**config.mk**
```make
export PLATFORM = sky130hd
export DESIGN_NAME = task_timer_table_unit
export DESIGN_NICKNAME = d
export VERILOG_FILES = /design/src/sv/ttt_pkg.sv /design/src/sv/ttt_cell.sv /design/src/sv/task_timer_table_unit.sv
export SDC_FILE = /design/constraint.sdc
export NUM_CORES = 2
export LEC_CHECK = 0
export ABC_AREA = 1
export BUFFER_PORTS_ARGS = -buffer_cell sky130_fd_sc_hd__buf_2
export CORE_MARGIN = 2
export CORE_UTILIZATION = 42
export CTS_CLUSTER_SIZE = 14
export DETAILED_ROUTE_END_ITERATION = 16
export PLACE_DENSITY = 0.63
export RECOVER_POWER = 25
export SLEW_MARGIN = 20
export SYNTH_ARGS = -nofsm -noshare
export SYNTH_HDL_FRONTEND = slang
export SYNTH_HIERARCHICAL = 1
export SYNTH_SLANG_ARGS = --single-unit
```
**constraint.sdc**
```tcl
create_clock -name clk -period 9.15 [get_ports clk]
set_clock_uncertainty 0.15 [all_clocks]
set_input_delay 1.83 -clock clk [delete_from_list [all_inputs] [get_ports clk]]
set_output_delay 1.83 -clock clk [all_outputs]
set_load 0.01 [all_outputs]
```
**src/sv/ttt_pkg.sv**
```systemverilog
// Package for the task timer table: opcodes, status codes, widths and the
// structs that travel along the cell chain. No dependencies.
package ttt_pkg;

    localparam int SLOTS_DEFAULT = 8;
    localparam int IDX_W         = 5;
    localparam int TOTAL_W       = 13;
    localparam int FREE_W        = 6;

    typedef enum logic [2:0] {
        OP_REGISTER   = 3'd0,
        OP_UNREGISTER = 3'd1,
        OP_ARM        = 3'd2,
        OP_SET_SCR    = 3'd3,
        OP_SCAN       = 3'd4,
        OP_SELECT     = 3'd5,
        OP_QUERY      = 3'd6,
        OP_UNUSED     = 3'd7
    } op_t;

    typedef enum logic [1:0] {
        ST_OK        = 2'd0,
        ST_NOT_FOUND = 2'd1,
        ST_FULL      = 2'd2,
        ST_NONE      = 2'd3
    } status_t;

    typedef struct packed {
        logic               valid;
        op_t                op;
        logic [7:0]         id;
        logic [7:0]         pos;
        logic [31:0]        now;
        logic               hit;
        logic [IDX_W-1:0]   hit_idx;
        logic [7:0]         hit_scr;
        logic               empty_found;
        logic [IDX_W-1:0]   empty_idx;
        logic [7:0]         empty_scr;
        logic [TOTAL_W-1:0] sum;
        logic               sel_found;
        logic [IDX_W-1:0]   sel_idx;
        logic [7:0]         sel_task;
        logic [7:0]         sel_minor;
    } wave_t;

    typedef struct packed {
        logic             valid;
        logic [IDX_W-1:0] idx;
        logic [7:0]       task_id;
    } report_t;

    typedef struct packed {
        logic             en;
        logic [IDX_W-1:0] idx;
        logic             set_task;
        logic [7:0]       task_id;
        logic             set_dl;
        logic [31:0]      deadline;
        logic             set_scr;
        logic [7:0]       screens;
    } wr_t;

endpackage

```
**src/sv/ttt_cell.sv**
```systemverilog
// One slot of the task timer table: holds task id, deadline and screen count,
// updates the passing item record and registers it for the next cell.
// Depends on ttt_pkg.
module ttt_cell #(
    parameter int MY_IDX = 0
) (
    input  logic             clk,
    input  logic             rst_n,
    input  ttt_pkg::wave_t   wave_in,
    input  ttt_pkg::wr_t     wr,
    output ttt_pkg::wave_t   wave_out,
    output ttt_pkg::report_t rep
);

    localparam logic [ttt_pkg::IDX_W-1:0] IDX = ttt_pkg::IDX_W'(MY_IDX);

    logic [7:0]     task_reg;
    logic [31:0]    dl_reg;
    logic [7:0]     scr_reg;
    ttt_pkg::wave_t wave_reg;
    ttt_pkg::wave_t wave_next;
    logic           occupied;
    logic [13:0]    upper;

    assign occupied = (task_reg != 8'd0);
    assign upper    = {1'b0, wave_in.sum} + {6'd0, scr_reg};

    always_comb
    begin
        wave_next = wave_in;
        rep       = '0;
        if (wave_in.valid)
        begin
            if (!wave_in.hit && task_reg == wave_in.id)
            begin
                wave_next.hit     = 1'b1;
                wave_next.hit_idx = IDX;
                wave_next.hit_scr = scr_reg;
            end
            if (!wave_in.empty_found && !occupied)
            begin
                wave_next.empty_found = 1'b1;
                wave_next.empty_idx   = IDX;
                wave_next.empty_scr   = scr_reg;
            end
            if (occupied && !wave_in.sel_found)
            begin
                if (upper > {6'd0, wave_in.pos})
                begin
                    wave_next.sel_found = 1'b1;
                    wave_next.sel_idx   = IDX;
                    wave_next.sel_task  = task_reg;
                    wave_next.sel_minor = wave_in.pos - wave_in.sum[7:0];
                end
                else
                begin
                    wave_next.sum = upper[ttt_pkg::TOTAL_W-1:0];
                end
            end
            if (wave_in.op == ttt_pkg::OP_SCAN && occupied && dl_reg != 32'd0
                && dl_reg < wave_in.now)
            begin
                rep.valid   = 1'b1;
                rep.idx     = IDX;
                rep.task_id = task_reg;
            end
        end
    end

    always_ff @(posedge clk or negedge rst_n)
    begin
        if (!rst_n)
        begin
            task_reg <= 8'd0;
            dl_reg   <= 32'd0;
            scr_reg  <= 8'd0;
            wave_reg <= '0;
        end
        else
        begin
            wave_reg <= wave_next;
            if (rep.valid)
            begin
                dl_reg <= 32'd0;
            end
            if (wr.en && wr.idx == IDX)
            begin
                if (wr.set_task)
                begin
                    task_reg <= wr.task_id;
                end
                if (wr.set_dl)
                begin
                    dl_reg <= wr.deadline;
                end
                if (wr.set_scr)
                begin
                    scr_reg <= wr.screens;
                end
            end
        end
    end

    assign wave_out = wave_reg;

endmodule

```
**src/sv/task_timer_table_unit.sv**
```systemverilog
// Task timer table top level: slot cell chain, sequencer and result registers; needs ttt_pkg.
// Query, unused-opcode and zero-id items other than scan or select answer in the cycle after
// start; other items pass the injection register, sweep the chain one cell per cycle and
// register their final result. A scan holds each due report until the next one is found or
// the sweep ends, at most one per cycle. A sweep blocks new items; immediate answers run back
// to back; the receiver cannot stall. Reset empties and disarms all slots and clears the screens.
module task_timer_table_unit #(
    parameter int SLOTS = ttt_pkg::SLOTS_DEFAULT
) (
    input  logic                        clk,
    input  logic                        rst_n,
    input  logic                        start,
    output logic                        busy,
    input  logic [2:0]                  opcode,
    input  logic [7:0]                  task_id,
    input  logic [31:0]                 delay_ms,
    input  logic [7:0]                  screens,
    input  logic [7:0]                  screen_position,
    input  logic [31:0]                 now_ms,
    output logic                        valid,
    output logic [1:0]                  status,
    output logic [ttt_pkg::IDX_W-1:0]   slot_index,
    output logic [7:0]                  task_id_out,
    output logic [7:0]                  minor_screen,
    output logic [ttt_pkg::TOTAL_W-1:0] screen_total,
    output logic [ttt_pkg::FREE_W-1:0]  free_slots,
    output logic                        due,
    output logic                        last
);

    typedef enum logic {
        S_IDLE,
        S_SWEEP
    } state_t;

    state_t                      state_reg, state_next;
    ttt_pkg::wave_t              inj_reg, inj_next;
    logic [31:0]                 delay_reg;
    logic [7:0]                  scr_reg;
    logic [ttt_pkg::FREE_W-1:0]  used_reg, used_next;
    logic [ttt_pkg::TOTAL_W-1:0] total_reg, total_next;
    logic                        pend_valid_reg, pend_valid_next;
    logic [ttt_pkg::IDX_W-1:0]   pend_idx_reg, pend_idx_next;
    logic [7:0]                  pend_task_reg, pend_task_next;

    logic                        valid_reg;
    ttt_pkg::status_t            status_reg;
    logic [ttt_pkg::IDX_W-1:0]   slot_reg;
    logic [7:0]                  task_out_reg;
    logic [7:0]                  minor_reg;
    logic [ttt_pkg::TOTAL_W-1:0] total_out_reg;
    logic [ttt_pkg::FREE_W-1:0]  free_reg;
    logic                        due_reg;
    logic                        last_reg;

    logic                        emit;
    ttt_pkg::status_t            e_status;
    logic [ttt_pkg::IDX_W-1:0]   e_slot;
    logic [7:0]                  e_task;
    logic [7:0]                  e_minor;
    logic                        e_due;
    logic                        e_last;

    ttt_pkg::wave_t              chain [SLOTS+1];
    ttt_pkg::report_t            reps  [SLOTS];
    ttt_pkg::report_t            rep_any;
    ttt_pkg::wr_t                wr;
    ttt_pkg::wave_t              w;
    ttt_pkg::op_t                op_in;

    assign chain[0] = inj_reg;
    assign w        = chain[SLOTS];
    assign op_in    = ttt_pkg::op_t'(opcode);

    for (genvar g = 0; g < SLOTS; g++)
    begin : g_cell
        ttt_cell #(
            .MY_IDX(g)
        ) u_cell (
            .clk      (clk),
            .rst_n    (rst_n),
            .wave_in  (chain[g]),
            .wr       (wr),
            .wave_out (chain[g+1]),
            .rep      (reps[g])
        );
    end

    always_comb
    begin
        rep_any = '0;
        for (int i = 0; i < SLOTS; i++)
        begin
            rep_any = rep_any | reps[i];
        end
    end

    always_comb
    begin
        state_next      = state_reg;
        inj_next        = '0;
        used_next       = used_reg;
        total_next      = total_reg;
        pend_valid_next = pend_valid_reg;
        pend_idx_next   = pend_idx_reg;
        pend_task_next  = pend_task_reg;
        wr              = '0;
        emit            = 1'b0;
        e_status        = ttt_pkg::ST_OK;
        e_slot          = '0;
        e_task          = 8'd0;
        e_minor         = 8'd0;
        e_due           = 1'b0;
        e_last          = 1'b1;

        unique case (state_reg)
            S_IDLE:
            begin
                if (start)
                begin
                    if (op_in == ttt_pkg::OP_QUERY)
                    begin
                        emit = 1'b1;
                    end
                    else if (op_in == ttt_pkg::OP_UNUSED
                             || (op_in <= ttt_pkg::OP_SET_SCR && task_id == 8'd0))
                    begin
                        emit     = 1'b1;
                        e_status = ttt_pkg::ST_NONE;
                    end
                    else
                    begin
                        inj_next.valid  = 1'b1;
                        inj_next.op     = op_in;
                        inj_next.id     = task_id;
                        inj_next.pos    = screen_position;
                        inj_next.now    = now_ms;
                        pend_valid_next = 1'b0;
                        state_next      = S_SWEEP;
                    end
                end
            end
            S_SWEEP:
            begin
                if (rep_any.valid)
                begin
                    if (pend_valid_reg)
                    begin
                        emit   = 1'b1;
                        e_slot = pend_idx_reg;
                        e_task = pend_task_reg;
                        e_due  = 1'b1;
                        e_last = 1'b0;
                    end
                    pend_valid_next = 1'b1;
                    pend_idx_next   = rep_any.idx;
                    pend_task_next  = rep_any.task_id;
                end
                if (w.valid)
                begin
                    state_next = S_IDLE;
                    emit       = 1'b1;
                    unique case (w.op) inside
                        ttt_pkg::OP_REGISTER:
                        begin
                            if (w.hit)
                            begin
                                wr.en     = 1'b1;
                                wr.idx    = w.hit_idx;
                                wr.set_dl = 1'b1;
                                e_slot    = w.hit_idx;
                            end
                            else if (w.empty_found)
                            begin
                                wr.en       = 1'b1;
                                wr.idx      = w.empty_idx;
                                wr.set_dl   = 1'b1;
                                wr.set_task = 1'b1;
                                wr.task_id  = w.id;
                                used_next   = used_reg + ttt_pkg::FREE_W'(1);
                                total_next  = total_reg
                                    + {{(ttt_pkg::TOTAL_W-8){1'b0}}, w.empty_scr};
                                e_slot      = w.empty_idx;
                            end
                            else
                            begin
                                e_status = ttt_pkg::ST_FULL;
                            end
                        end
                        ttt_pkg::OP_UNREGISTER, ttt_pkg::OP_ARM, ttt_pkg::OP_SET_SCR:
                        begin
                            if (!w.hit)
                            begin
                                e_status = ttt_pkg::ST_NOT_FOUND;
                            end
                            else
                            begin
                                wr.en  = 1'b1;
                                wr.idx = w.hit_idx;
                                e_slot = w.hit_idx;
                                if (w.op == ttt_pkg::OP_UNREGISTER)
                                begin
                                    wr.set_task = 1'b1;
                                    wr.set_dl   = 1'b1;
                                    if (used_reg != '0)
                                    begin
                                        used_next = used_reg - ttt_pkg::FREE_W'(1);
                                    end
                                    total_next = total_reg
                                        - {{(ttt_pkg::TOTAL_W-8){1'b0}}, w.hit_scr};
                                end
                                else if (w.op == ttt_pkg::OP_ARM)
                                begin
                                    wr.set_dl   = 1'b1;
                                    wr.deadline = (delay_reg != 32'd0)
                                        ? w.now + delay_reg : 32'd0;
                                end
                                else
                                begin
                                    wr.set_scr = 1'b1;
                                    wr.screens = scr_reg;
                                    total_next = total_reg
                                        - {{(ttt_pkg::TOTAL_W-8){1'b0}}, w.hit_scr}
                                        + {{(ttt_pkg::TOTAL_W-8){1'b0}}, scr_reg};
                                end
                            end
                        end
                        ttt_pkg::OP_SCAN:
                        begin
                            if (pend_valid_reg)
                            begin
                                e_slot = pend_idx_reg;
                                e_task = pend_task_reg;
                                e_due  = 1'b1;
                            end
                            else
                            begin
                                e_status = ttt_pkg::ST_NONE;
                            end
                            pend_valid_next = 1'b0;
                        end
                        ttt_pkg::OP_SELECT:
                        begin
                            if (w.sel_found)
                            begin
                                e_slot  = w.sel_idx;
                                e_task  = w.sel_task;
                                e_minor = w.sel_minor;
                            end
                            else
                            begin
                                e_status = ttt_pkg::ST_NOT_FOUND;
                            end
                        end
                        default:
                        begin
                            e_status = ttt_pkg::ST_NONE;
                        end
                    endcase
                end
            end
            default:
            begin
                state_next = S_IDLE;
            end
        endcase
    end

    always_ff @(posedge clk or negedge rst_n)
    begin
        if (!rst_n)
        begin
            state_reg      <= S_IDLE;
            inj_reg        <= '0;
            delay_reg      <= 32'd0;
            scr_reg        <= 8'd0;
            used_reg       <= '0;
            total_reg      <= '0;
            pend_valid_reg <= 1'b0;
            pend_idx_reg   <= '0;
            pend_task_reg  <= 8'd0;
            valid_reg      <= 1'b0;
            status_reg     <= ttt_pkg::ST_OK;
            slot_reg       <= '0;
            task_out_reg   <= 8'd0;
            minor_reg      <= 8'd0;
            total_out_reg  <= '0;
            free_reg       <= '0;
            due_reg        <= 1'b0;
            last_reg       <= 1'b0;
        end
        else
        begin
            state_reg      <= state_next;
            inj_reg        <= inj_next;
            used_reg       <= used_next;
            total_reg      <= total_next;
            pend_valid_reg <= pend_valid_next;
            pend_idx_reg   <= pend_idx_next;
            pend_task_reg  <= pend_task_next;
            valid_reg      <= emit;
            if (state_reg == S_IDLE && start)
            begin
                delay_reg <= delay_ms;
                scr_reg   <= screens;
            end
            if (emit)
            begin
                status_reg    <= e_status;
                slot_reg      <= e_slot;
                task_out_reg  <= e_task;
                minor_reg     <= e_minor;
                total_out_reg <= total_next;
                free_reg      <= ttt_pkg::FREE_W'(SLOTS) - used_next;
                due_reg       <= e_due;
                last_reg      <= e_last;
            end
        end
    end

    assign busy         = (state_reg != S_IDLE);
    assign valid        = valid_reg;
    assign status       = status_reg;
    assign slot_index   = slot_reg;
    assign task_id_out  = task_out_reg;
    assign minor_screen = minor_reg;
    assign screen_total = total_out_reg;
    assign free_slots   = free_reg;
    assign due          = due_reg;
    assign last         = last_reg;

endmodule

```
==> impl_metrics.toml <==
[clock_tree]
clk_latency_ps = 800
cts_max_level = 4
cts_buffers = 159
ctsHoldBuffers = 0
tritoncts = "done"
numClockSinks = 1454
clk_pin_slew_ps = 60
post_cts_buffers = 0
cts_root_buffer = "clkbuf_16"
clockBufferDepth = 3
post_cts_resize_count = 0

[floorplanning]
die-height_microns = 427
io-pin-count = 140
die_w_microns = 427
start_util = 0.422
coreArea_sq_um = 178000
core.rowCount = 155
die_area_sq_um = 182000

[worst_setup_path]
setup.worst_path.start = "g_cell[0].u_cell/dl_reg[3]"
path_max_fanout = 41
cp_slowest_cell = "nand4_1"
end_kind = "flop"
cp.arrival_ps = 5480
crit_top_cell = "nand2_1"
path_class = "reg -> reg"
required_ps = 9660
start_kind = "flop"
cp_slowest_stage_delay_ps = 620
path_cells = "ha_1 > nand2_1 > o21ai_0 > nand2_1 > nand2_1 > nand2_1 > nand2_1 > nand2_1 > nand4_1 > buf_4 > inv_1 > nor2_1 > nand4_1 > inv_1 > o21ai_1 > nand2_1 > nand2_2 > inv_2 > nand2_1 > o221ai_1"
r2r-start = "g_cell[0].u_cell/dl_reg[3]"

[yosys]
syn_area_per_cell_sq_um = 8.38
synth_area_sq_um = 75100
syn_inst = 8964
yosys_warnings = 6

[hold_path]
min_from = "chain[991]"
hold_class = "reg -> reg"

[sta]
rsz0062_at_grt = "false"
worst_pin_slew_ps = 3460
drv_slew = 123
fin_crit_sh = 0.543
fmax_ghz = 0.201
fin_setup_tns_ps = 0
hold_viol_final = 0
setup_viol = 0
min_period_ps = 4970
layout_setup_ws_ps = 4180
relSlewSlack = -1.31

[final_layout]
multi_input_area_sq_um = 32200
largest_register_ffs = 899
drive_above_1_share = 0.0931
fillerInstances = 16900
final_nets = 9781
syn2layout_area_growth_pct = 11.6
ff_latch_area_sq_um = 36400

[grt]
grt_pass1_vias = 55500
antenna_found_initial = 5
grt_max_degree = 189
grt.total_usage = 0.210
grt-ovfl-total = 0
grt_pass1_wl_microns = 304000

[power]
peakVddDrop_mv = 0.125
p_per_area_nw_per_um2 = 165
p_leak_nw = 45.2

[route]
first_pass_iters = 6
drc_errors = 0
viasPerCell = 4.88
ant_nets = 0
drtIter0Drc = 4497
vias = 56900
wl_microns = 190000
wl_per_cell_microns = 16.3

[run_status]
status = "finished, violations left"
violations = "max-capacitance violations, max-slew violations"

[placed_design]
io_buffers = 139
place_ws_ps = 4330
gp_congestion = 0.921
dpl.hpwl_microns = 147000

[job]
maxCapViolations = 3
[metrics by stage]
stage / power [mW] / util / cells / instance area, sq um / hold WS (ps)
after global placement: 7.28 / 0.440 / 11400 / 78300 / 210
after detailed placement: 7.29 / 0.440 / 11400 / 78300 / 211
after CTS: 14.0 / 0.471 / 11700 / 83800 / 212
after floorplan: 7.03 / - / 9085 / 75500 / 199
final: 13.8 / 0.471 / 11700 / 83800 / 217
after global routing: 14.3 / 0.471 / 11700 / 83800 / 221
[routing by layer]
metal	GRT usage	routed length [microns]	share of wire
met5	0	13	0.000068
met4	0.0613	4970	0.026
met3	0.0334	10300	0.054
met2	0.320	82500	0.43
met1	0.308	92600	0.49
[cells in the final DEF (no fill, tap or decap), types with 28 or more instances in the layout]
cell	instances
nand4_1	191
o21ai_1	42
xnor2_1	50
xor2_1	93
o21ai_2	92
a31oi_1	56
clkbuf_8	34
clkbuf_16	160
nand3_1	266
o21ai_0	243
clkbuf_1	30
nand2_2	118
inv_1	1438
nor3_1	70
conb_1	130
nand2_1	2237
nor2_2	28
dfrtp_1	1454
a21oi_1	485
nor2_1	908
clkinv_2	28
buf_4	42
nor4_1	65
mux2_2	32
ha_1	492
buf_2	137
[layout make-up]
class,instances,share of cell area
inverters,1470,0.0659
clock inverters,72,0.0113
clock buffers,220,0.0545
well taps,2355,0.0352
repair buffers,192,0.0143
multi-input cells,5898,0.385
diodes,1,0.0000299
flip-flops and latches,1454,0.434
[power breakdown]
group | switching [mW] | leakage [nW] | internal [mW]
logic | 0.390 | 23.5 | 0.175
clock network | 2.70 | 2.71 | 3.93
registers | 0.0627 | 19.0 | 6.54
[worst paths after layout]
path,endpoint,slack [ps],cells past startpoint
max in group asynchronous,delay_reg[1],5170,3
hold reg to reg,g_cell[0].u_cell/wave_out[71],220,0
hold / removal,g_cell[0].u_cell/wave_out[71],220,0
min in group asynchronous,chain[988],830,1
setup reg to reg,status[1],4180,20
setup / recovery,status[1],4180,20
[worst max-delay path, delay by kind of cell (launching register included)]
family / cells / cell delay, ps
and+or+nand+nor: 12 / 1990
buffers and inverters: 4 / 1560
AOI/OAI and AO/OA: 3 / 420
DFF: 1 / 400
adders and majority gates: 1 / 300
Power figures use the tool's default switching activity.
